==> config.mk <==
export PLATFORM = sky130hd
export DESIGN_NAME = praoa_outq_flat
export DESIGN_NICKNAME = d
export VERILOG_FILES = /design/src/rtl/praoa_pkg.sv /design/src/rtl/praoa_ifs.sv /design/src/rtl/praoa_outq.sv /design/src/flat_wrapper.sv
export SDC_FILE = /design/constraint.sdc
export NUM_CORES = 1
export LEC_CHECK = 0
export BUFFER_PORTS_ARGS = -buffer_cell sky130_fd_sc_hd__buf_4
export CORE_ASPECT_RATIO = 1.5
export CORE_MARGIN = 8
export CORE_UTILIZATION = 54
export CTS_BUF_LIST = sky130_fd_sc_hd__clkbuf_8
export CTS_CLUSTER_SIZE = 24
export DETAILED_ROUTE_END_ITERATION = 6
export PLACE_DENSITY_LB_ADDON = 0.25
export RECOVER_POWER = 25
export SYNTH_ARGS = -nofsm -noshare
export SYNTH_HDL_FRONTEND = slang
export SYNTH_SLANG_ARGS = --single-unit
export TNS_END_PERCENT = 5
==> constraint.sdc <==
create_clock -name clock -period 4.75 [get_ports clock]
set_input_delay 0.95 -clock clock [delete_from_list [all_inputs] [get_ports clock]]
set_output_delay 0.95 -clock clock [all_outputs]
set_load 0.05 [all_outputs]
==> src/rtl/praoa_pkg.sv <==
// Shared types and constants for the photodiode ring angle-of-arrival block.
package praoa_pkg;

   localparam int CSR_W     = 24;
   localparam int CSR_IDX_W = 3;
   localparam int RAD_K_W   = 24;

   localparam logic [15:0]        NOISE_MARGIN_RST = 16'd5;
   localparam logic [15:0]        PEAK_MIN_RST     = 16'd40;
   localparam logic signed [23:0] SLOPE_ONE_RST    = 24'sd4680;
   localparam logic signed [23:0] SLOPE_THREE_RST  = -24'sd3047;
   localparam logic [4:0]         MARGIN_LOW_RST   = 5'd8;
   localparam logic [4:0]         MARGIN_HIGH_RST  = 5'd8;

   // pi * 10000 / 180 with 16 fraction bits
   localparam logic [RAD_K_W-1:0] RAD_K     = 24'd11438190;
   localparam logic [15:0]        ANGLE_MAX = 16'd62832;

   typedef enum logic [1:0] {
      CMD_TABLE,
      CMD_NOISE_A,
      CMD_NOISE_B,
      CMD_MEAS
   } item_cmd_type;

   typedef enum logic [CSR_IDX_W-1:0] {
      CSR_NOISE_MARGIN,
      CSR_PEAK_MINIMUM,
      CSR_SLOPE_ONE,
      CSR_SLOPE_THREE,
      CSR_MARGIN_LOW,
      CSR_MARGIN_HIGH
   } csr_index_type;

   typedef enum logic [4:0] {
      ST_IDLE,
      ST_SCAN_INIT,
      ST_SCAN,
      ST_CHECK,
      ST_FAIL,
      ST_LD_CCW,
      ST_LD_CW,
      ST_DIV_RATIO,
      ST_WAIT_RATIO,
      ST_SRCH_ADDR,
      ST_SRCH_CMP,
      ST_SECT,
      ST_DIV_PM,
      ST_WAIT_TMP,
      ST_RD_OFF,
      ST_DIV_SEC,
      ST_RD_LO,
      ST_DIV_SEC2,
      ST_WAIT_DEG,
      ST_ADD_M,
      ST_WRAP,
      ST_MUL_LO,
      ST_MUL_HI,
      ST_EMIT
   } seq_state_type;

   typedef struct packed {
      seq_state_type step;
      logic          idle;
   } ctrl_cmd_type;

   typedef struct packed {
      logic meas_end;
      logic scan_last;
      logic peak_low;
      logic srch_hit;
      logic srch_last;
      logic sec_lo;
      logic sec_hi;
      logic div_done;
   } dp_status_type;

   typedef struct packed {
      logic [15:0] angle;
      logic        failed;
      logic [16:0] noise_threshold;
      logic        is_threshold_report;
   } rsp_type;

endpackage

==> src/rtl/praoa_ifs.sv <==


interface praoa_rsp_if;
   logic        valid;
   logic        ready;
   logic [15:0] angle;
   logic        failed;
   logic [16:0] noise_threshold;
   logic        is_threshold_report;

   modport source(output valid, angle, failed, noise_threshold, is_threshold_report,
                  input ready);
   modport sink(input valid, angle, failed, noise_threshold, is_threshold_report,
                output ready);
endinterface

==> src/rtl/praoa_outq.sv <==
// Two-entry result queue driving the result channel.
module praoa_outq (
   input  logic               clock,
   input  logic               reset,
   input  logic               push,
   input  praoa_pkg::rsp_type push_data,
   output logic               full,
   praoa_rsp_if.source        rsp_ch
);
   import praoa_pkg::*;

   logic    head_v_ff, tail_v_ff;
   rsp_type head_ff, tail_ff;
   logic    pop;

   assign pop = head_v_ff && rsp_ch.ready;

   always_ff @(posedge clock) begin
      if (reset) begin
         head_v_ff <= 1'b0;
         tail_v_ff <= 1'b0;
      end else if (pop) begin
         if (tail_v_ff) begin
            head_ff   <= tail_ff;
            tail_ff   <= push_data;
            tail_v_ff <= push;
         end else begin
            head_ff   <= push_data;
            head_v_ff <= push;
         end
      end else if (!head_v_ff) begin
         head_ff   <= push_data;
         head_v_ff <= push;
      end else if (push) begin
         tail_ff   <= push_data;
         tail_v_ff <= 1'b1;
      end
   end

   assign full                       = tail_v_ff;
   assign rsp_ch.valid               = head_v_ff;
   assign rsp_ch.angle               = head_ff.angle;
   assign rsp_ch.failed              = head_ff.failed;
   assign rsp_ch.noise_threshold     = head_ff.noise_threshold;
   assign rsp_ch.is_threshold_report = head_ff.is_threshold_report;
endmodule

==> src/flat_wrapper.sv <==
// flat-port wrapper written by rule: the top's interface ports become plain ports
module praoa_outq_flat import praoa_pkg::*;
  (clock, reset, push, push_data, full, rsp_ch_valid, rsp_ch_angle, rsp_ch_failed, rsp_ch_noise_threshold, rsp_ch_is_threshold_report, rsp_ch_ready);
  praoa_rsp_if rsp_ch_i ();
  input  logic clock;
  input  logic reset;
  input  logic push;
  input  praoa_pkg::rsp_type push_data;
  output logic full;
  output wire logic [$bits(rsp_ch_i.valid)-1:0] rsp_ch_valid;
  output wire logic [$bits(rsp_ch_i.angle)-1:0] rsp_ch_angle;
  output wire logic [$bits(rsp_ch_i.failed)-1:0] rsp_ch_failed;
  output wire logic [$bits(rsp_ch_i.noise_threshold)-1:0] rsp_ch_noise_threshold;
  output wire logic [$bits(rsp_ch_i.is_threshold_report)-1:0] rsp_ch_is_threshold_report;
  input wire logic [$bits(rsp_ch_i.ready)-1:0] rsp_ch_ready;
  assign rsp_ch_valid = rsp_ch_i.valid;
  assign rsp_ch_angle = rsp_ch_i.angle;
  assign rsp_ch_failed = rsp_ch_i.failed;
  assign rsp_ch_noise_threshold = rsp_ch_i.noise_threshold;
  assign rsp_ch_is_threshold_report = rsp_ch_i.is_threshold_report;
  assign rsp_ch_i.ready = rsp_ch_ready;
  praoa_outq u_core (.clock(clock), .reset(reset), .push(push), .push_data(push_data), .full(full), .rsp_ch(rsp_ch_i));
endmodule
# Yosys cells after proc, flatten, opt, wreduce, memory -nomap -nowiden
# Index checks and enable logic that the tools add are counted.
# totals
out_inout_bits	37
inputBits	39
word_cells	34
ff_bits	72
# classes
n_reduce_logical	6
n_eq_ne	3
n_bitwise	1
mux	14
# op_table
operator	count
$mux W35	7
$mux W1	7
$ne A2 B2 Y1 const B	2
$reduce_and A2 Y1	2
$reduce_and A4 Y1	1
$reduce_bool A2 Y1	2
$ne A2 B1 Y1 const B	1
$logic_and A1 B1 Y1	1
$not A1 Y1	1

# Logic depth before layout (Yosys ltp)
# depth
depth_word	3
ltp_mapped	3
depth_no_buf	3

# Worst setup path before layout
# Ideal clock, no wire load.
# synth_path
kind	input to register
from	input rsp_ch_ready
to	register u_core.tail_ff[0] (netlist name) (enable)
stages	2
setup_ps	471
n_path_buf	0
arrival_ps	3488
setup_slack_ps	792
required_time_ps	4279
path_cell_list	mux2i_1 > nor3_1
# synth_between
elab_chain_cells	3
elab_cells_between_ends	5
cone_classes	1 x eq/ne; 4 x reduce/logical
# synth_lines
element	line_no	source
from (decl)	flat_wrapper.sv:15	input wire logic [$bits(rsp_ch_i.ready)-1:0] rsp_ch_ready;
$logic_and A1 B1 Y1 (*)	praoa_outq.sv:16	assign pop = head_v_ff && rsp_ch.ready;
$ne A2 B1 Y1 (no source line) or $reduce_bool A2 Y1 (tied branches)	--	
$reduce_and A4 Y1 (no source line) (*)	--	
to (signal assigned)	praoa_outq.sv:25	tail_ff <= push_data;
to (signal assigned)	praoa_outq.sv:35	tail_ff <= push_data;
to (decl)	praoa_outq.sv:13	rsp_type head_ff, tail_ff;
# Every way passes the cells marked *; elsewhere a longest branch is shown, timed or not.
# A chain may end at the register's enable or synchronous reset.

# Worst setup path in the final report
# layout_path
from	input rsp_ch_ready
to	register u_core.tail_ff[9] (netlist name) (enable)
# Same word-level chain as after synthesis.

==> metrics.txt <==
Iter 0 DRT Violations=94; Max-Cap Viols=0; number of library cell types mapped by synthesis=13; post-DP HPWL=3.68 mm; post-placement cell count=264; flop-to-flop setup slack=2.56 ns; post-synthesis cell area=0.00276 sq mm; area growth from synthesis to layout=25.6%; DRC Markers=0; worst slew pin tran=1.13 ns; vias in the first global route=1,586; LEAKAGE=1.38 nW; setup_tns=0 ns; Max VDD drop=0.216 mV; cells after synthesis=123; CTS tree=yes; clock slew seen by the registers of the worst setup and hold paths=0.07 ns; Max clock buf depth=2; setup bufs post-CTS=0; cts hold-fix bufs=0; Pre-Repair DR Iteration Count=4; Hold Vio Cnt, Final=0; register area share after synthesis=77.5%; relative slew slack=24.6%; design area=0.00347 sq mm; Post-Syn Nets=162; PortBufs=75; Die Area=0.00771 sq mm; Comb power frac=12.4%; placed inst area=0.00340 sq mm; average wire per standard cell=18.3 microns; DIE HEIGHT=104 microns; max-slew violation count=0; first-pass GRT wire length=8.01 mm; pin count of the biggest net entering global routing=36; Synth Register Bits=72; Starting Density=54.8%; FMAX=0.408 GHz; Power Internal=0.968 mW; switching share of power=25.1%; remaining antenna violation count=0; Clk pwr share=30.8%; syn_area_per_cell=22.5 sq um; clk_lat worst skew=0.33 ns; Layout Skew=0.00902 ns; GR peak layer=met2; fin crit share=51.6%; Core Area=0.00504 sq mm; PostCTS Resize Cnt=0; root buf cell=clkbuf_8; non-filler cells, final=279; fin crit period=2.45 ns; routed vias=1,377; met2 Usage GRT=22.7%; Flop pwr share=56.9%; num rows=32; total gr overflow=0; routability cong.=0.684; RSZ-0062 raised after global routing=false; share of cells above drive strength 1=49.3%; worst r2r dst=u_core.tail_ff[9]; Final Power=1.29 mW; Final setup viols=0; Worst Setup Start Kind=primary input; filler cell count in the final layout=376; via/cell ratio=4.94; outcome=finished, final reports clean; M3 GR Usage=6.37%; crit-path max FO=23; Net Switching=0.325 mW; met1 Usage GRT=14.9%; HP Class=reg2reg; CP Class=in2reg; Critical Path RT=4.75 ns; Worst Setup EP=u_core.tail_ff[9]; Worst setup EP type=flip-flop; Total GRT Usage=14.0%; WL final=5.10 mm; reg2reg start=u_core.rsp_ch.valid; Final Net Count=246; Chip Width=74.4 microns; P per Cell Area=373 mW/mm^2; Arr. time, crit path=2.45 ns; cells on worst reg2reg path=3; Syn. warnings=0; diode count=0; Setup crit start=rsp_ch_ready; H-Tree Depth=3; clk sinks=72; CTS Buf Count=9; initial antenna violation count=0; total I/O pin count=76
-- cells by family after synthesis --
family	share of synthesized area, %
flops	77.5
mux	18.7
compound gates	1.18
buf+inv	1.63
simple gates	0.951
-- area by class of cell --
type	count	area (sq um)	share of cell area, %
flip-flops and latches	72	2140	61.7
multi-input cells	45	592	17.1
repair buffers	76	480	13.8
clock buffers	9	124	3.57
well taps	68	85.1	2.45
clock inverters	6	36.3	1.05
inverters	3	11.3	0.324
-- how the worst min path moves through the flow --
| stage | startpoint | slack [ns] | depth (start not counted) | endpoint |
|---|---|---|---|---|
| floorplan | u_core.tail_ff[29] | 0.52 | 1 | u_core.rsp_ch.angle[10] |
| global placement | u_core.tail_ff[21] | 0.53 | 1 | u_core.rsp_ch.angle[2] |
| detailed placement | u_core.tail_ff[15] | 0.53 | 1 | u_core.rsp_ch.noise_threshold[14] |
| CTS | u_core.tail_ff[29] | 0.55 | 1 | u_core.rsp_ch.angle[10] |
| global route | u_core.tail_ff[27] | 0.56 | 1 | u_core.rsp_ch.angle[8] |
| finish | u_core.tail_ff[29] | 0.55 | 1 | u_core.rsp_ch.angle[10] |
-- metrics by stage --
step	worst slack [ns]	utilization (%)	hold slack [ns]
3_5_place_dp	1.95	67.4	0.534
2_1_floorplan	0.792	-	0.525
3_3_place_gp	2.07	67.4	0.529
5_1_grt	2.16	68.8	0.558
6_report	2.30	68.8	0.550
4_1_cts	2.32	70.6	0.549
-- power groups by stage --
stage	clock, mW	sequential, mW	combinational, mW
finish	0.398	0.736	0.160
global route	0.435	0.738	0.168
CTS	0.409	0.736	0.172
detailed placement	0	0.750	0.172
global placement	0	0.749	0.167
floorplan	0	0.817	0.0368
-- placed cells by master (no fill, tap or decap) --
cell | netlist | final
clkbuf_4 | 0 | 19
nand2_1 | 1 | 1
mux2i_1 | 1 | 1
inv_1 | 3 | 3
mux2_2 | 5 | 5
edfxtp_1 | 70 | 70
a21oi_4 | 0 | 1
inv_6 | 0 | 1
a21o_1 | 1 | 1
clkbuf_8 | 0 | 9
clkinv_4 | 0 | 1
a21oi_1 | 3 | 2
nor3_2 | 0 | 1
dfxtp_1 | 2 | 2
clkbuf_1 | 0 | 24
nand3_4 | 1 | 1
buf_4 | 0 | 33
mux2_4 | 30 | 30
clkinv_2 | 0 | 3
o21ai_0 | 2 | 2
clkinv_1 | 0 | 1
-- state kept, by name, summed over array words and instances (netlist names) --
register,cells
u_core.rsp_ch.failed,1
u_core.rsp_ch.angle,16
u_core.rsp_ch.valid,1
u_core.full,1
u_core.rsp_ch.noise_threshold,17
u_core.rsp_ch.is_threshold_report,1
u_core.tail_ff,35
-- critical path: stages --
cell and delay [ns]:
clkbuf_1 0.21, mux2i_1 0.12, nor3_2 0.73, buf_4 0.44
-- layer usage --
layer	wire length (microns)	vias up
met4	58	0
met1	1910	658
met2	2700	60
li1	-	653
met3	435	6
met5	0	-
-- cells in the mapped netlist, drive strengths merged --
cell	number	share of area, %
nand3	1	0.63
dfxtp	2	1.4
a21o	1	0.27
nor3	1	0.18
a21oi	3	0.54
nand2	1	0.14
mux2	35	18
buf	3	1.2
mux2i	1	0.36
inv	3	0.41
edfxtp	70	76
o21ai	2	0.36
No activity file was read; power rests on OpenSTA's default activity.
