### src/rtl/praoa_pkg.sv
// Shared types and constants for the photodiode ring angle-of-arrival block.
package praoa_pkg;

   localparam int CSR_W     = 24;
   localparam int CSR_IDX_W = 3;
   localparam int RAD_K_W   = 24;

   localparam logic [15:0]        NOISE_MARGIN_RST = 16'd5;
   localparam logic [15:0]        PEAK_MIN_RST     = 16'd40;
   localparam logic signed [23:0] SLOPE_ONE_RST    = 24'sd4680;
   localparam logic signed [23:0] SLOPE_THREE_RST  = -24'sd3047;
   localparam logic [4:0]         MARGIN_LOW_RST   = 5'd8;
   localparam logic [4:0]         MARGIN_HIGH_RST  = 5'd8;

   // pi * 10000 / 180 with 16 fraction bits
   localparam logic [RAD_K_W-1:0] RAD_K     = 24'd11438190;
   localparam logic [15:0]        ANGLE_MAX = 16'd62832;

   typedef enum logic [1:0] {
      CMD_TABLE,
      CMD_NOISE_A,
      CMD_NOISE_B,
      CMD_MEAS
   } item_cmd_type;

   typedef enum logic [CSR_IDX_W-1:0] {
      CSR_NOISE_MARGIN,
      CSR_PEAK_MINIMUM,
      CSR_SLOPE_ONE,
      CSR_SLOPE_THREE,
      CSR_MARGIN_LOW,
      CSR_MARGIN_HIGH
   } csr_index_type;

   typedef enum logic [4:0] {
      ST_IDLE,
      ST_SCAN_INIT,
      ST_SCAN,
      ST_CHECK,
      ST_FAIL,
      ST_LD_CCW,
      ST_LD_CW,
      ST_DIV_RATIO,
      ST_WAIT_RATIO,
      ST_SRCH_ADDR,
      ST_SRCH_CMP,
      ST_SECT,
      ST_DIV_PM,
      ST_WAIT_TMP,
      ST_RD_OFF,
      ST_DIV_SEC,
      ST_RD_LO,
      ST_DIV_SEC2,
      ST_WAIT_DEG,
      ST_ADD_M,
      ST_WRAP,
      ST_MUL_LO,
      ST_MUL_HI,
      ST_EMIT
   } seq_state_type;

   typedef struct packed {
      seq_state_type step;
      logic          idle;
   } ctrl_cmd_type;

   typedef struct packed {
      logic meas_end;
      logic scan_last;
      logic peak_low;
      logic srch_hit;
      logic srch_last;
      logic sec_lo;
      logic sec_hi;
      logic div_done;
   } dp_status_type;

   typedef struct packed {
      logic [15:0] angle;
      logic        failed;
      logic [16:0] noise_threshold;
      logic        is_threshold_report;
   } rsp_type;

endpackage

### src/rtl/praoa_ctrl.sv
// Sequencer for the frame-end angle computation.
module praoa_ctrl (
   input  logic                     clock,
   input  logic                     reset,
   input  praoa_pkg::dp_status_type sts,
   output praoa_pkg::ctrl_cmd_type  ctl
);
   import praoa_pkg::*;

   seq_state_type state_ff, state_in;

   always_ff @(posedge clock) begin
      if (reset) begin
         state_ff <= ST_IDLE;
      end else begin
         state_ff <= state_in;
      end
   end

   always_comb begin
      state_in = state_ff;
      unique case (state_ff)
         ST_IDLE:       if (sts.meas_end) state_in = ST_SCAN_INIT;
         ST_SCAN_INIT:  state_in = ST_SCAN;
         ST_SCAN:       if (sts.scan_last) state_in = ST_CHECK;
         ST_CHECK:      state_in = sts.peak_low ? ST_FAIL : ST_LD_CCW;
         ST_FAIL:       state_in = ST_IDLE;
         ST_LD_CCW:     state_in = ST_LD_CW;
         ST_LD_CW:      state_in = ST_DIV_RATIO;
         ST_DIV_RATIO:  state_in = ST_WAIT_RATIO;
         ST_WAIT_RATIO: if (sts.div_done) state_in = ST_SRCH_ADDR;
         ST_SRCH_ADDR:  state_in = ST_SRCH_CMP;
         ST_SRCH_CMP: begin
            state_in = (sts.srch_hit || sts.srch_last) ? ST_SECT : ST_SRCH_ADDR;
         end
         ST_SECT:       state_in = (sts.sec_lo || sts.sec_hi) ? ST_DIV_PM : ST_RD_LO;
         ST_DIV_PM:     state_in = ST_WAIT_TMP;
         ST_WAIT_TMP:   if (sts.div_done) state_in = ST_RD_OFF;
         ST_RD_OFF:     state_in = ST_DIV_SEC;
         ST_DIV_SEC:    state_in = ST_WAIT_DEG;
         ST_RD_LO:      state_in = ST_DIV_SEC2;
         ST_DIV_SEC2:   state_in = ST_WAIT_DEG;
         ST_WAIT_DEG:   if (sts.div_done) state_in = ST_ADD_M;
         ST_ADD_M:      state_in = ST_WRAP;
         ST_WRAP:       state_in = ST_MUL_LO;
         ST_MUL_LO:     state_in = ST_MUL_HI;
         ST_MUL_HI:     state_in = ST_EMIT;
         ST_EMIT:       state_in = ST_IDLE;
         default:       state_in = ST_IDLE;
      endcase
      ctl.step = state_ff;
      ctl.idle = (state_ff == ST_IDLE);
   end
endmodule

### config.mk
export PLATFORM = sky130hd
export DESIGN_NAME = praoa_ctrl
export DESIGN_NICKNAME = d
export VERILOG_FILES = /design/src/rtl/praoa_pkg.sv /design/src/rtl/praoa_ctrl.sv
export SDC_FILE = /design/constraint.sdc
export NUM_CORES = 1
export LEC_CHECK = 0
export ABC_AREA = 1
export BUFFER_PORTS_ARGS = -buffer_cell sky130_fd_sc_hd__buf_4
export CAP_MARGIN = 20
export CORE_AREA = 8 8 45 47
export DETAILED_ROUTE_END_ITERATION = 16
export DIE_AREA = 0 0 53 55
export HOLD_SLACK_MARGIN = 0.06
export PLACE_DENSITY_LB_ADDON = 0.25
export SKIP_LAST_GASP = 1
export SLEW_MARGIN = 40
export SYNTH_ARGS = -nofsm -noshare
export SYNTH_HDL_FRONTEND = slang
export SYNTH_SLANG_ARGS = --single-unit
### constraint.sdc
create_clock -name clock -period 1.1 [get_ports clock]
set_clock_uncertainty 0.1 [all_clocks]
set_input_delay 0.11 -clock clock [delete_from_list [all_inputs] [get_ports clock]]
set_output_delay 0.11 -clock clock [all_outputs]
set_load 0.03 [all_outputs]
==> After elaboration in Yosys (flattened, before gate mapping) <==
Cells that the tools add are included.
{ "word_totals": {"inputBits": 10, "reg_bits": 5, "output_inout_bits": 6, "word_cells": 41} }
{ "op_classes": {"eq_ne": 26, "n_reduce_logical": 5, "n_mux": 9} }
{ "ops": {"columns": ["op", "count"], "rows": [
  ["one-hot mux 5 bit (21 select lines)", 1],
  ["equality test 5 x 4 -> 1 bit, second input constant", 8],
  ["equality test 5 bit, second input constant", 7],
  ["two-way mux 5 bit", 6],
  ["equality test 5 x 3 -> 1 bit, second input constant", 3],
  ["equality test 5 x 2 -> 1 bit, second input constant", 2],
  ["!= test 2 bit, second input constant", 5],
  ["equality test 5 x 1 -> 1 bit, second input constant", 1],
  ["zero test 5 bit", 1],
  ["AND reduction 5 bit", 1],
  ["logical OR 1 bit", 2],
  ["two-way mux 2 bit", 1],
  ["OR reduction 2 bit", 1],
  ["two-way mux 1 bit", 1]
]} }

==> Depth between registers and ports, before layout <==
{ "logic_depth": {"depth_word": 3, "depth_mapped": 9, "ltp_nobuf": 9} }

==> Worst setup path after synthesis <==
OpenSTA, ideal clock, no wires.
{ "synth_timing": {"path_type": "register to register", "from": "reg state_ff[4]", "to": "reg state_ff[2]", "stages_incl_launch_ff": 9, "arrival_time_ns": 1.305, "synth_period_minus_slack_ns": 1.514, "setup_ns": 0.109, "required_time_ns": 0.891, "n_path_buf": 1, "setup_slack_ns": -0.414, "cell_sequence": "dfxtp_1 buf_2 inv_2 nand3_1 nand2_1 nor2_1 nand4_1 nand2_1 inv_1"} }
{ "synth_between": {"elab_chain_len": 3, "elab_cells_between_ends": 30, "classes_between": "eq/ne: 26; mux: 1; reduce/logical: 3"} }
{ "synth_rtl": {"columns": ["item", "line_no", "source"], "rows": [
  ["start: declaration", "praoa_ctrl.sv:10", "seq_state_type state_ff, state_in;"],
  ["start signal: assignment", "praoa_ctrl.sv:16", "state_ff <= state_in;"],
  ["equality test 5 bit, or another cell as far along", "praoa_ctrl.sv:22", "unique case (state_ff)"],
  ["OR reduction 2 bit (no line) / != test 2 bit (equally long branches)", null, null],
  ["one-hot mux 5 bit (21 select lines) / AND reduction 5 bit (equally long branches)", null, null]
]} }
Parallel ways exist; a longest one is shown, timed or not.
A chain may end at the register's enable or synchronous reset.

==> Worst setup path in the final report <==
{ "layout_timing": {"from": "reg state_ff[0]", "to": "reg state_ff[0]"} }
The elaborated chain is that of the path after synthesis.

==> impl_results.md <==
* Worst hold slack across all endpoints at 0.151 ns
* Outcome: finished, violations left
* Sequential group share of total power at 18.4%
* Die Width at 53 um
* WL final at 2080 um
* Pin count of the biggest net entering global routing at 11
* Detailed Route Iter0 Violations at 17
* Die area at 0.00292 mm2
* YS warnings at 0
* Switch share at 47.4%
* Slew of the pin with the lowest slew margin at 0.179 ns
* Post-synthesis cell area at 568 um2
* Largest registers: state_ff: 5 flops
* Register with the highest flop count: state_ff
* GRT Residual Overflow at 0
* Area share of the leading cell type in the synthesized netlist at 23.1%
* Worst hold path class: input pin to flop
* Most area-consuming cells after synthesis: sky130_fd_sc_hd__nand2_1 23%, sky130_fd_sc_hd__dfxtp_1 18%, sky130_fd_sc_hd__nand3_1 11%, sky130_fd_sc_hd__a21oi_1 8.8%, sky130_fd_sc_hd__inv_1 7.9%
* Pwr per Cell Area at 1730 mW/mm2
* Startpoint type of the worst setup path: flop
* Kind of capture point of the worst setup path: flop
* Post-synth net total at 115
* Violated checks: negative setup slack
* Root buffer cell: sky130_fd_sc_hd__clkbuf_4
* Avg WL per Cell at 13.2 um
* Worst skew pair latency at 0.25 ns
* Row cnt at 14
* Longest individual stage delay on the worst path at 0.37 ns
* Area of combinational cells with multiple inputs at 502 um2
* Initial DRT Pass Iterations at 4
* Final period utilization at 123%
* Worst VDD drop at 0.00164 V
* Final hold violations at 0
* Most used flip-flop cell after synthesis: sky130_fd_sc_hd__dfxtp_1
* DP Wirelength at 1390 um
* Core area at 0.00138 mm2
* Max-cap violations at 0
* H-tree Lvls at 1
* Area growth syn-to-layout at 79.5%
* RD Place Congestion at 0.901
* Critical Path, Cell by Cell: buf_6 > nor2_4 > nand2_2 > a21oi_2 > inv_1 > nand2_2 > nand2_2 > a21oi_2
* Number of I/O port buffers at 15
* Arrival @ worst endpoint at 1.43 ns
* Most numerous cell types in the synthesized netlist: 35 x sky130_fd_sc_hd__nand2_1, 13 x sky130_fd_sc_hd__nand3_1, 12 x sky130_fd_sc_hd__inv_1, 12 x sky130_fd_sc_hd__nor2_1, 10 x sky130_fd_sc_hd__a21oi_1
* Starting Density at 41.0%
* Vias in the first global route at 710
* Buf/Inv on CP at 2
* Worst reg2reg path depth at 8
* Total number of nets in the final design at 153
* Combinational fraction of design power at 68.6%
* Number of antenna violations at the first check in global routing at 0
* Diodes inserted at 0
* Setup Crit Path Kind: flop to flop
* Number of buffers between clock root and the deepest sink at 2
* Internal Dissipation at 0.000931 W
* Maximum net fanout on the critical path at 6
* WP depth at 8
* Leakage power summed over all cells at 0.522 nW
* Number of fillers in the final layout at 118
* Endpoint required time on the critical path at 1.18 ns
* Layout cell share with drive strength beyond 1 at 56.3%
* Antenna viol nets, final at 0
* Critical path's most frequent cell: sky130_fd_sc_hd__nand2_2
* Number of synthesized flops with an enable pin at 0
* Psw at 0.000838 W
* Tmin final at 1.35 ns
* Final setup margin at -0.252 ns
* Cell depth of the worst hold path at 4
* I/O pins at 16
* Count of unresolved DRC violations after routing at 0
* CTS Buf Count at 3
* Number of failing setup endpoints in the final timing report at 8
* Average vias per placed instance at 5.22
* Global-route wire length before repair at 3010 um
* Max frequency at 739 MHz
* Synthesized flop and latch total at 5
* Sequential cell area in the final layout at 119 um2
* Total vias in the final route at 825
* Cell with the most instances after synthesis: sky130_fd_sc_hd__nand2_1
* Synthesized area per cell at 5.41 um2
* Number of clock sinks at 5
* Kind of cell with the highest combined delay on the critical path: flip-flops
* Total GRT Usage at 13.6%
* CTS clock-pin slew for the worst setup and hold paths at 0.05 ns
* Leading area contributor after synthesis: sky130_fd_sc_hd__nand2_1
* Highest-delay cell along the critical path: sky130_fd_sc_hd__dfxtp_4
* Final count of pins violating max slew at 0
* Cell count after synthesis at 105
* Share of synthesized flip-flops with an asynchronous set or reset at 0%
* Worst relative slew slack at 88.1%
* Total Negative Setup Slacks at -1.33 ns
* Unrepaired setup endpoints after global routing: yes
* Overall die height at 55 um
* Share of synthesized area occupied by flip-flops and latches at 17.6%
* Clock tree from TritonCTS: done
* Clock power frac at 13.0%
* Pre-CTS setup slack at -0.298 ns
* Count of unique library cells instantiated by Yosys at 18
* Max FFs per register at 5
## cell type report
cell class              instances  share of cell area [%]
inverters                      14                    6.38
multi-input cells              85                    49.2
well taps                      16                    1.96
repair buffers                 34                    28.2
flip-flops and latches          5                    11.7
clock buffers                   4                    2.58
## through the flow
step	area, um2	total power, W	instances	utilization (%)
6_report	1020	0.00177	158	73.7
2_1_floorplan	606	0.000845	105	-
3_3_place_gp	787	0.00114	143	56.9
4_1_cts	878	0.00155	151	63.5
5_1_grt	1020	0.00188	158	73.7
3_5_place_dp	787	0.00115	143	56.9
## cell families after synthesis
family	after synthesis	synth area share, %
simple gates	71	58.6
buf+inv	15	10.1
compound gates	14	13.7
flops	5	17.6
## metal layers
layer,GRT usage [%],wire length (um)
met4,5.60,35
met3,4.28,128
met1,14.6,820
met5,0,0
met2,24.2,1100
## power by group through the flow
stage	combinational, W	sequential (W)	clock [W]
global placement	0.000852	0.000290	0
detailed placement	0.000860	0.000291	0
CTS	0.00101	0.000303	0.000238
finish	0.00121	0.000326	0.000229
global route	0.00129	0.000330	0.000257
floorplan	0.000482	0.000363	0
## timing repair
item | in CTS | in global routing
cloned | 0 | 0
gates resized for setup | 10 | 28
hold buffers | 1 | 0
setup buffers | 3 | 7
hold endpoints to repair | 5 | 0
pin swaps | 7 | 17
endpoints found under the setup margin | 8 | 8
## placed cells by master (no fill, tap or decap), drive strengths merged
master and n:
a21oi 11, a31oi 1, buf 33, clkbuf 4
dfxtp 5, dlygate4sd3 1, inv 14, nand2 37
nand3 15, nand4 1, nor2 17, o21a 1
o21ai 1, or2 1
## final timing paths
| path | start | endpoint | slack [ns] |
|---|---|---|---|
| worst max-delay path | state_ff[0] | state_ff[0] | -0.25 |
| worst min-delay path | sts[2] | state_ff[4] | 0.15 |
| worst max register to register | state_ff[0] | state_ff[0] | -0.25 |
| worst min register to register | state_ff[1] | state_ff[1] | 0.57 |
## tightest hold or removal path: cells and delay by family
kind | cells | cell delay [ns]
buffers and inverters | 1 | 0.08
and+or+nand+nor | 1 | 0.05
AOI/OAI and AO/OA | 2 | 0.23
Power figures use the tool's default switching activity.
